[config.mk]
export PLATFORM = sky130hd
export DESIGN_NAME = insertion_sort_permuter_core_flat
export DESIGN_NICKNAME = d
export VERILOG_FILES = /design/src/hw/rtl/isp_pkg.sv /design/src/hw/rtl/isp_stream_if.sv /design/src/hw/rtl/insertion_sort_permuter_core.sv /design/src/flat_wrapper.sv
export SDC_FILE = /design/constraint.sdc
export NUM_CORES = 1
export LEC_CHECK = 0
export ABC_AREA = 0
export BUFFER_PORTS_ARGS = -buffer_cell sky130_fd_sc_hd__buf_2
export CAP_MARGIN = 0
export CELL_PAD_IN_SITES_DETAIL_PLACEMENT = 1
export CELL_PAD_IN_SITES_GLOBAL_PLACEMENT = 2
export CORE_UTILIZATION = 33
export DETAILED_ROUTE_END_ITERATION = 7
export GPL_ROUTABILITY_DRIVEN = 0
export PLACE_DENSITY = 0.59
export SLEW_MARGIN = 20
export SYNTH_ARGS = -nofsm -noshare
export SYNTH_HDL_FRONTEND = slang
export SYNTH_SLANG_ARGS = --single-unit
[constraint.sdc]
create_clock -name clk -period 3.43 [get_ports clk]
set_input_delay 0.1715 -clock clk [delete_from_list [all_inputs] [get_ports clk]]
set_output_delay 0.1715 -clock clk [all_outputs]
set_load 0.005 [all_outputs]
[src/hw/rtl/isp_pkg.sv]
// Shared word types and field widths for the insertion sort permuter.
package isp_pkg;

    localparam int KEY_W   = 8;
    localparam int INDEX_W = 3;

    // One key word: an ordering key and the end-of-set mark
    typedef struct packed {
        logic signed [KEY_W-1:0] order_key;
        logic                    last_key;
    } key_word_t;

    // One result word: permutation entry, key and set flags
    typedef struct packed {
        logic [INDEX_W-1:0]      source_index;
        logic signed [KEY_W-1:0] sorted_key;
        logic                    overflow;
        logic                    last_result;
    } result_word_t;

endpackage

[src/hw/rtl/isp_stream_if.sv]
// Valid/ready stream channel carrying one word of a given type.
interface isp_stream_if #(
    parameter type word_t = logic
) ();

    logic  valid;
    logic  ready;
    word_t data;

    modport source (output valid, output data, input ready);
    modport sink   (input valid, input data, output ready);

endinterface

[src/hw/rtl/insertion_sort_permuter_core.sv]
// Stable insertion sort permuter: loads keys, sorts them in a RAM, emits the permutation.
//
//  channel    | dir | word                 | notes
//  -----------+-----+----------------------+-------------------------------
//  key_ch     | in  | order_key, last_key  | one key per word
//  result_ch  | out | source_index,        | one word per held key,
//             |     | sorted_key, overflow,| ascending key order
//             |     | last_result          |
//
// The block takes keys only while loading. After the last key, each pass i of
// the sort reads entry i, then reads each earlier entry in turn and shifts it
// up while its key is strictly greater, then writes entry i into the gap; a
// final check ends the sort. Each result is then read from the RAM and loaded.
// All data sits in one single-port-read, single-port-write RAM with registered
// read data. Reset clears the state, counts and flags only.
// A stalled result holds in the output register; the next set can start
// loading while the final result still waits.
module insertion_sort_permuter_core #(
    parameter int MAX_ENTRIES = 8,
    parameter int KEY_BITS    = 8
) (
    input  logic                 clk,
    input  logic                 rst_n,
    isp_stream_if.sink           key_ch,
    isp_stream_if.source         result_ch
);

    localparam int ADDR_W  = $clog2(MAX_ENTRIES);
    localparam int CNT_W   = $clog2(MAX_ENTRIES + 1);
    localparam int ENTRY_W = KEY_BITS + ADDR_W;

    typedef enum logic [2:0] {
        S_LOAD,
        S_START,
        S_CUR,
        S_CMP,
        S_PLACE,
        S_EMIT_RD,
        S_EMIT_LD
    } state_t;

    state_t state_reg, state_next;

    logic [CNT_W-1:0] count_reg, count_next;
    logic             ovf_reg, ovf_next;
    logic [CNT_W-1:0] i_reg, i_next;
    logic [CNT_W-1:0] j_reg, j_next;
    logic [CNT_W-1:0] k_reg, k_next;
    logic [ENTRY_W-1:0] cur_reg, cur_next;

    logic                           out_valid_reg, out_valid_next;
    logic [isp_pkg::INDEX_W-1:0]    out_index_reg, out_index_next;
    logic [isp_pkg::KEY_W-1:0]      out_key_reg, out_key_next;
    logic                           out_ovf_reg, out_ovf_next;
    logic                           out_last_reg, out_last_next;

    // RAM ports
    logic [ENTRY_W-1:0] entry_mem [MAX_ENTRIES];
    logic               wr_en;
    logic [ADDR_W-1:0]  wr_addr;
    logic [ENTRY_W-1:0] wr_data;
    logic               rd_en;
    logic [ADDR_W-1:0]  rd_addr;
    logic [ENTRY_W-1:0] rd_data_reg;

    logic                       key_acc;
    logic                       res_acc;
    logic [31:0]                raw_key32;
    logic [KEY_BITS-1:0]        new_key;
    logic signed [KEY_BITS-1:0] rd_key;
    logic signed [KEY_BITS-1:0] cur_key;
    logic signed [31:0]         rd_key32;
    logic [31:0]                rd_index32;
    logic [CNT_W-1:0]           j_dec;

    assign key_ch.ready    = (state_reg == S_LOAD);
    assign key_acc         = key_ch.valid && key_ch.ready;
    assign res_acc         = result_ch.valid && result_ch.ready;

    assign result_ch.valid             = out_valid_reg;
    assign result_ch.data.source_index = out_index_reg;
    assign result_ch.data.sorted_key   = out_key_reg;
    assign result_ch.data.overflow     = out_ovf_reg;
    assign result_ch.data.last_result  = out_last_reg;

    // Key narrowing: low KEY_BITS of the zero-extended field
    assign raw_key32  = {24'd0, key_ch.data.order_key};
    assign new_key    = raw_key32[KEY_BITS-1:0];

    // Entry layout: {key, arrival index}
    assign rd_key     = rd_data_reg[ENTRY_W-1 -: KEY_BITS];
    assign cur_key    = cur_reg[ENTRY_W-1 -: KEY_BITS];
    assign rd_key32   = 32'(rd_key);
    assign rd_index32 = 32'(rd_data_reg[ADDR_W-1:0]);
    assign j_dec      = j_reg - CNT_W'(1);

    // Address of the entry just below a position
    function automatic logic [ADDR_W-1:0] j_dec_of(input logic [CNT_W-1:0] pos);
        logic [CNT_W-1:0] below;
        below = pos - CNT_W'(1);
        return below[ADDR_W-1:0];
    endfunction

    // Sequencer next-state logic
    always_comb
    begin
        state_next     = state_reg;
        count_next     = count_reg;
        ovf_next       = ovf_reg;
        i_next         = i_reg;
        j_next         = j_reg;
        k_next         = k_reg;
        cur_next       = cur_reg;
        out_valid_next = out_valid_reg;
        out_index_next = out_index_reg;
        out_key_next   = out_key_reg;
        out_ovf_next   = out_ovf_reg;
        out_last_next  = out_last_reg;
        wr_en          = 1'b0;
        wr_addr        = j_reg[ADDR_W-1:0];
        wr_data        = cur_reg;
        rd_en          = 1'b0;
        rd_addr        = i_reg[ADDR_W-1:0];

        if (res_acc)
        begin
            out_valid_next = 1'b0;
        end

        case (state_reg)
            S_LOAD:
            begin
                if (key_acc)
                begin
                    if (count_reg < CNT_W'(MAX_ENTRIES))
                    begin
                        wr_en      = 1'b1;
                        wr_addr    = count_reg[ADDR_W-1:0];
                        wr_data    = {new_key, count_reg[ADDR_W-1:0]};
                        count_next = count_reg + CNT_W'(1);
                    end
                    else
                    begin
                        ovf_next = 1'b1;
                    end
                    if (key_ch.data.last_key)
                    begin
                        i_next     = CNT_W'(1);
                        state_next = S_START;
                    end
                end
            end
            // Outer pass: fetch entry i or finish sorting
            S_START:
            begin
                if (i_reg >= count_reg)
                begin
                    k_next     = '0;
                    state_next = S_EMIT_RD;
                end
                else
                begin
                    rd_en      = 1'b1;
                    rd_addr    = i_reg[ADDR_W-1:0];
                    state_next = S_CUR;
                end
            end
            S_CUR:
            begin
                cur_next   = rd_data_reg;
                j_next     = i_reg;
                rd_en      = 1'b1;
                rd_addr    = j_dec_of(i_reg);
                state_next = S_CMP;
            end
            // Shift the earlier entry up while its key is strictly greater
            S_CMP:
            begin
                if (rd_key > cur_key)
                begin
                    wr_en   = 1'b1;
                    wr_addr = j_reg[ADDR_W-1:0];
                    wr_data = rd_data_reg;
                    j_next  = j_dec;
                    if (j_dec != '0)
                    begin
                        rd_en   = 1'b1;
                        rd_addr = j_dec_of(j_dec);
                    end
                    else
                    begin
                        state_next = S_PLACE;
                    end
                end
                else
                begin
                    state_next = S_PLACE;
                end
            end
            S_PLACE:
            begin
                wr_en      = 1'b1;
                wr_addr    = j_reg[ADDR_W-1:0];
                wr_data    = cur_reg;
                i_next     = i_reg + CNT_W'(1);
                state_next = S_START;
            end
            S_EMIT_RD:
            begin
                rd_en      = 1'b1;
                rd_addr    = k_reg[ADDR_W-1:0];
                state_next = S_EMIT_LD;
            end
            // Load the output register once it is free
            S_EMIT_LD:
            begin
                if (!out_valid_reg || result_ch.ready)
                begin
                    out_valid_next = 1'b1;
                    out_index_next = rd_index32[isp_pkg::INDEX_W-1:0];
                    out_key_next   = rd_key32[isp_pkg::KEY_W-1:0];
                    out_ovf_next   = ovf_reg;
                    out_last_next  = ((k_reg + CNT_W'(1)) == count_reg);
                    k_next         = k_reg + CNT_W'(1);
                    if ((k_reg + CNT_W'(1)) == count_reg)
                    begin
                        count_next = '0;
                        ovf_next   = 1'b0;
                        state_next = S_LOAD;
                    end
                    else
                    begin
                        state_next = S_EMIT_RD;
                    end
                end
            end
            default:
            begin
                state_next = S_LOAD;
            end
        endcase
    end

    // State and registered outputs
    always_ff @(posedge clk or negedge rst_n)
    begin
        if (!rst_n)
        begin
            state_reg     <= S_LOAD;
            count_reg     <= '0;
            ovf_reg       <= 1'b0;
            i_reg         <= '0;
            j_reg         <= '0;
            k_reg         <= '0;
            out_valid_reg <= 1'b0;
        end
        else
        begin
            state_reg     <= state_next;
            count_reg     <= count_next;
            ovf_reg       <= ovf_next;
            i_reg         <= i_next;
            j_reg         <= j_next;
            k_reg         <= k_next;
            out_valid_reg <= out_valid_next;
        end
    end

    // Payload registers
    always_ff @(posedge clk)
    begin
        cur_reg       <= cur_next;
        out_index_reg <= out_index_next;
        out_key_reg   <= out_key_next;
        out_ovf_reg   <= out_ovf_next;
        out_last_reg  <= out_last_next;
    end

    // Entry RAM write port
    always_ff @(posedge clk)
    begin
        if (wr_en)
        begin
            entry_mem[wr_addr] <= wr_data;
        end
    end

    // Entry RAM read port, registered read data
    always_ff @(posedge clk)
    begin
        if (rd_en)
        begin
            rd_data_reg <= entry_mem[rd_addr];
        end
    end

    // Held key count stays within capacity
    a_count_bound: assert property (@(posedge clk) disable iff (!rst_n)
        count_reg <= CNT_W'(MAX_ENTRIES))
        else $error("loaded key count above capacity");

    // The shift loop never runs past the bottom entry
    a_cmp_pos: assert property (@(posedge clk) disable iff (!rst_n)
        (state_reg == S_CMP) |-> (j_reg != '0))
        else $error("compare step at position zero");

    // Read and write never target the same entry in one cycle
    a_no_collide: assert property (@(posedge clk) disable iff (!rst_n)
        (wr_en && rd_en) |-> (wr_addr != rd_addr))
        else $error("RAM read and write collide");

    // A new set starts loading only after the last result is loaded
    a_last_then_load: assert property (@(posedge clk) disable iff (!rst_n)
        (state_reg == S_EMIT_LD && state_next == S_LOAD) |=> (out_valid_reg && out_last_reg))
        else $error("set closed without a final result");

endmodule

[src/flat_wrapper.sv]
// flat-port wrapper written by rule: the top's interface ports become plain ports
module insertion_sort_permuter_core_flat 
#(
    parameter int MAX_ENTRIES = 8,
    parameter int KEY_BITS    = 8
)
  (clk, rst_n, key_ch_valid, key_ch_data, key_ch_ready, result_ch_valid, result_ch_data, result_ch_ready);
  isp_stream_if #(.word_t(isp_pkg::key_word_t)) key_ch_i ();
  isp_stream_if #(.word_t(isp_pkg::result_word_t)) result_ch_i ();
  input  logic clk;
  input  logic rst_n;
  input wire logic [$bits(key_ch_i.valid)-1:0] key_ch_valid;
  input wire logic [$bits(key_ch_i.data)-1:0] key_ch_data;
  output wire logic [$bits(key_ch_i.ready)-1:0] key_ch_ready;
  output wire logic [$bits(result_ch_i.valid)-1:0] result_ch_valid;
  output wire logic [$bits(result_ch_i.data)-1:0] result_ch_data;
  input wire logic [$bits(result_ch_i.ready)-1:0] result_ch_ready;
  assign key_ch_i.valid = key_ch_valid;
  assign key_ch_i.data = key_ch_data;
  assign key_ch_ready = key_ch_i.ready;
  assign result_ch_valid = result_ch_i.valid;
  assign result_ch_data = result_ch_i.data;
  assign result_ch_i.ready = result_ch_ready;
  insertion_sort_permuter_core #(.MAX_ENTRIES(MAX_ENTRIES), .KEY_BITS(KEY_BITS)) u_core (.clk(clk), .rst_n(rst_n), .key_ch(key_ch_i), .result_ch(result_ch_i));
endmodule
---- After elaboration in Yosys (flattened, before gate mapping) ----
Memory sizes are Yosys's and may differ from the RTL's. A register that Yosys moved wholly into a read port is not among the register bits.
Cells that the tools add are included.
Widths: inputs -> output; s select.
word-level totals
  bits in registers ....................... 45
  RAM bits ................................ 88
  bits of input ports ..................... 13
  memories kept ........................... 1
memories
  name              words  width  read ports  clocked after Yosys merged registers in  write ports  RTL line                            RTL
  u_core.entry_mem  8      11     1           1                                        1            insertion_sort_permuter_core.sv:58  logic [ENTRY_W-1:0] entry_mem [MAX_ENTRIES];
cells by class
  add/subtract/negate cells ............... 6
  $lt $le $gt $ge ......................... 3
  equality and inequality tests ........... 16
  mux-type cells .......................... 49
  reductions and logical operators ........ 18
operator list
  cell                 number
  $mux 3               12
  $mux 4               9
  $mux 11              3
  $pmux 4 s2           4
  $pmux 11 s2          1
  $pmux 3 s7           1
  $mux 1               15
  $add 4x1->4 const B  3
  $reduce_and 5->1     2
  $eq 3x3->1 const B   3
  $pmux 3 s3           1
  $gt 8x8->1           1
  $ne 2x1->1 const B   4
  $ne 2x2->1 const B   4
  $reduce_bool 2->1    4
  $eq 3x2->1 const B   2
  $pmux 1 s3           2
  $reduce_and 3->1     2
  $sub 3x1->3 const B  2
  $eq 4x4->1           1
  $ge 4x4->1           1
  $lt 4x4->1 const B   1
  $reduce_and 2->1     2
  $reduce_and 4->1     1
  10 further kinds     11

---- Longest topological paths before layout ----
  word-level depth ........................ 6
  depth in mapped cells ................... 13

---- Worst setup path before layout ----
Ideal clock, no wire load.
  kind .................................... reg2reg
  start ................................... reg u_core.rd_data_reg[10] (read register of u_core.entry_mem)
  end ..................................... mem u_core.entry_mem[2][0] (netlist name) (enable)
  setup time .............................. 0.378 ns
  data arrival time ....................... 2.557 ns
  required time ........................... 3.052 ns
  setup slack ............................. 0.494 ns
  cell stages (with the launch flop) ...... 11
  cells stage by stage .................... edfxtp_1 ha_1 nor3b_2 o22ai_1 mux2_2 and2_1 clkbuf_1 and3_1 nand2b_1 a31oi_1 nor2_1
between the ends
  cells in the longest elaborated chain, start to end .. 5
RTL lines
  element                       RTL line                             RTL
  from (decl)                   insertion_sort_permuter_core.sv:64   logic [ENTRY_W-1:0] rd_data_reg;
  $gt 8x8->1                    insertion_sort_permuter_core.sv:179  if (rd_key > cur_key)
  $mux 1                        insertion_sort_permuter_core.sv:179
  $pmux 1 s3                    insertion_sort_permuter_core.sv:130  case (state_reg)
  $mux 1                        insertion_sort_permuter_core.sv:282  if (wr_en)
  $mux 1 (implied by the code)  insertion_sort_permuter_core.sv:284  entry_mem[wr_addr] <= wr_data;
  to (decl)                     insertion_sort_permuter_core.sv:58
No other way between the ends.

---- Worst setup path in the final report ----
  start ................................... reg u_core.rd_data_reg[10] (read register of u_core.entry_mem)
  end ..................................... mem u_core.entry_mem[4][1] (netlist name), data pin
between the ends
  cells in the longest elaborated chain, start to end .. 3
RTL lines
  element                      RTL line                             RTL
  $gt 8x8->1                   insertion_sort_permuter_core.sv:179
  $mux 11                      insertion_sort_permuter_core.sv:179
  $pmux 11 s2                  insertion_sort_permuter_core.sv:130
  named net u_core.wr_data[1]  insertion_sort_permuter_core.sv:61   logic [ENTRY_W-1:0] wr_data;
The timed path passes the listed nets, and every way through them passes these cells.

==> results.json <==
{
  "status": "finished, final reports clean",
  "wirelength_um": 16700,
  "cts_buffers": 17,
  "p_leak_uw": 0.00300,
  "die_area_sq_mm": 0.0208,
  "clock-skew-final_ns": 0.0101,
  "largest_register_ffs": 88,
  "cts_tree": "built",
  "synth_cell_types": 45,
  "vdd_drop_max_v": 0.000346,
  "cp-start-kind": "flip-flop",
  "clk_path_buf_depth": 2,
  "die_h_um": 144,
  "grt-ovfl-total": 0,
  "pin_count": 28,
  "netlist_area_sq_mm": 0.00666,
  "holdPathStages": 3,
  "reg2reg_to": "u_core.entry_mem[4][1]$_DFFE_PP_",
  "nFillCells": 2061,
  "grt_setup_unrepaired": "yes",
  "antenna_found_initial": 0,
  "synth-seq-area-share": 0.633,
  "maxSlewViolCount": 0,
  "multi_input_comb_area_sq_mm": 0.00223,
  "synth_flop_cell": "edfxtp_1",
  "yosysTopAreaCell": "edfxtp_1",
  "holdPathEnd": "u_core.ovf_reg$_DFFE_PN0P_",
  "register_area_sq_mm": 0.00422,
  "r2r-start": "u_core.rd_data_reg[10]$_DFFE_PP_",
  "timing.fmax_mhz": 309,
  "timing.max_cap.violations": 0,
  "async_flop_share": 0.146,
  "h-tree-depth": 4,
  "synth_top_area_frac": 0.554,
  "vias_per_cell": 5.00,
  "grt_use_total": 0.172,
  "nNetsFinal": 564,
  "finalSetupViolCount": 0,
  "synth_edf_count": 123,
  "clkLatencyLatePin_ns": 0.43,
  "core_area_sq_mm": 0.0197,
  "dp_slack_ns": 0.173,
  "place_hpwl_um": 10800,
  "drt_pass1_iterations": 5,
  "avgRoutedWirePerCell_um": 20.6,
  "grt_pass1_wl_um": 25400,
  "yosysMostFrequentCell": "edfxtp_1",
  "crit_path_end_kind": "flip-flop",
  "hold_viol_final": 0,
  "synth_cells": 485,
  "area_delta_synth_final_pct": 17.8,
  "r2r_cells": 10,
  "fin_crit_sh": 0.944,
  "rrSetupSlack_ns": 0.19,
  "n_antenna_cell": 0,
  "arrival_ns": 3.36,
  "first_iter_violations": 235,
  "grt_max_degree": 45,
  "worst_pin_slew_ns": 0.532,
  "synthTopCellsByArea": "edfxtp_1, mux2i_1, dfrtp_1, ha_1, mux2_2",
  "start_util": 0.339,
  "powerDensity_mw_per_mm2": 484,
  "hold_class": "in -> reg",
  "ys_warn_count": 0,
  "drc": 0,
  "post-cts-setup-buffers": 0,
  "relSlewSlack": 0.645,
  "tns_ns": 0,
  "period_minus_slack_ns": 3.24,
  "die_w_um": 144,
  "syn_area_per_cell_sq_um": 13.7,
  "synth-seq-cells": 144,
  "synth_common_cells": "edfxtp_1, mux2i_1, nand2_1",
  "synth_fp_nets": 517,
  "fp-row-count": 51,
  "portBuffers": 27,
  "cp_max_fo": 13,
  "ant_nets": 0,
  "hold_start": "key_ch_valid",
  "cts_root_buffer": "clkbuf_16",
  "cts.sinks": 144,
  "hold_ws_ns": 0.0464,
  "crit_type": "reg -> reg",
  "drive_gt1_frac": 0.194,
  "grt_pass1_vias": 4235,
  "dr_total_vias": 4051,
  "setup_ws_ns": 0.194,
  "critPathRequiredTime_ns": 3.55,
  "clk_pin_slew_ns": 0.07
}
==> layout make-up <==
type	instances	share of cell area
flip-flops and latches	144	0.538
clock buffers	17	0.0542
inverters	21	0.0100
repair buffers	54	0.0472
well taps	265	0.0423
clock inverters	15	0.0241
multi-input cells	294	0.285
==> cell families after synthesis <==
| kind of cell | share of synthesized area |
|---|---|
| XOR/XNOR | 0.0145 |
| flip-flops | 0.633 |
| buffers and inverters | 0.0360 |
| AND/OR/NAND/NOR | 0.0713 |
| multiplexers | 0.127 |
| AO/OA/AOI/OAI | 0.0822 |
| adder cells (fa/ha/maj) | 0.0357 |
==> per-layer routing <==
layer,GRT usage,part of all wire,up-vias,wire length (um)
met3,0.0301,0.041,17,678
met5,0,0,-,0
li1,-,-,1916,-
met2,0.273,0.47,86,7910
met4,0.0638,0.013,0,221
met1,0.236,0.47,2032,7900
==> stage by stage <==
stage	util	instance area [sq um]	total power, uW	std cells
CTS	0.398	7810	3850	809
floorplan	-	6660	1910	485
finish	0.399	7850	3800	810
global placement	0.366	7190	1930	776
detailed placement	0.366	7190	1930	776
global route	0.399	7850	3910	810
==> timing repair <==
action | 4_1_cts | 5_1_grt
endpoints found under the setup margin | 0 | 11
gates resized for setup | 0 | 2
hold buffers | 1 | 0
hold endpoints to repair | 21 | 0
==> worst max path at each step <==
stage,cells past startpoint,end,start,slack (ns)
after floorplan,10,u_core.entry_mem[2][0]$_DFFE_PP_,u_core.rd_data_reg[10]$_DFFE_PP_,0.49
after global placement,10,u_core.rd_data_reg[4]$_DFFE_PP_,u_core.rd_data_reg[5]$_DFFE_PP_,0.22
after detailed placement,10,u_core.rd_data_reg[7]$_DFFE_PP_,u_core.rd_data_reg[10]$_DFFE_PP_,0.17
after CTS,10,u_core.rd_data_reg[7]$_DFFE_PP_,u_core.rd_data_reg[5]$_DFFE_PP_,0.11
after global routing,10,u_core.rd_data_reg[5]$_DFFE_PP_,u_core.rd_data_reg[5]$_DFFE_PP_,0.002
final,10,u_core.entry_mem[4][1]$_DFFE_PP_,u_core.rd_data_reg[10]$_DFFE_PP_,0.19
==> worst max-delay path, stage by stage (launching register included) <==
cell	delay (ns)
edfxtp_1	0.44
ha_1	0.35
nor3b_2	0.17
o22ai_1	0.21
or3_1	0.27
and2_1	0.33
and3_1	0.22
buf_4	0.22
nor2_1	0.06
buf_4	0.19
a221o_1	0.45
==> layout by cell type, fill, tap and decap left out, types with 12 or more instances in the layout <==
cell	instances
buf_4	24
dfrtp_1	21
clkbuf_16	18
buf_2	27
a21oi_1	14
edfxtp_1	123
nor2_1	21
a22oi_1	12
o21ai_0	20
inv_1	21
mux2i_1	70
mux2_2	13
nand2_1	36
ha_1	19
==> where the power goes <==
group	internal [uW]	total [uW]	switching, uW
combinational	6.07	15.0	8.92
sequential	1870	1870	0.0000000000000318
clock	1050	1910	857
(Power assumes the default switching activity.)
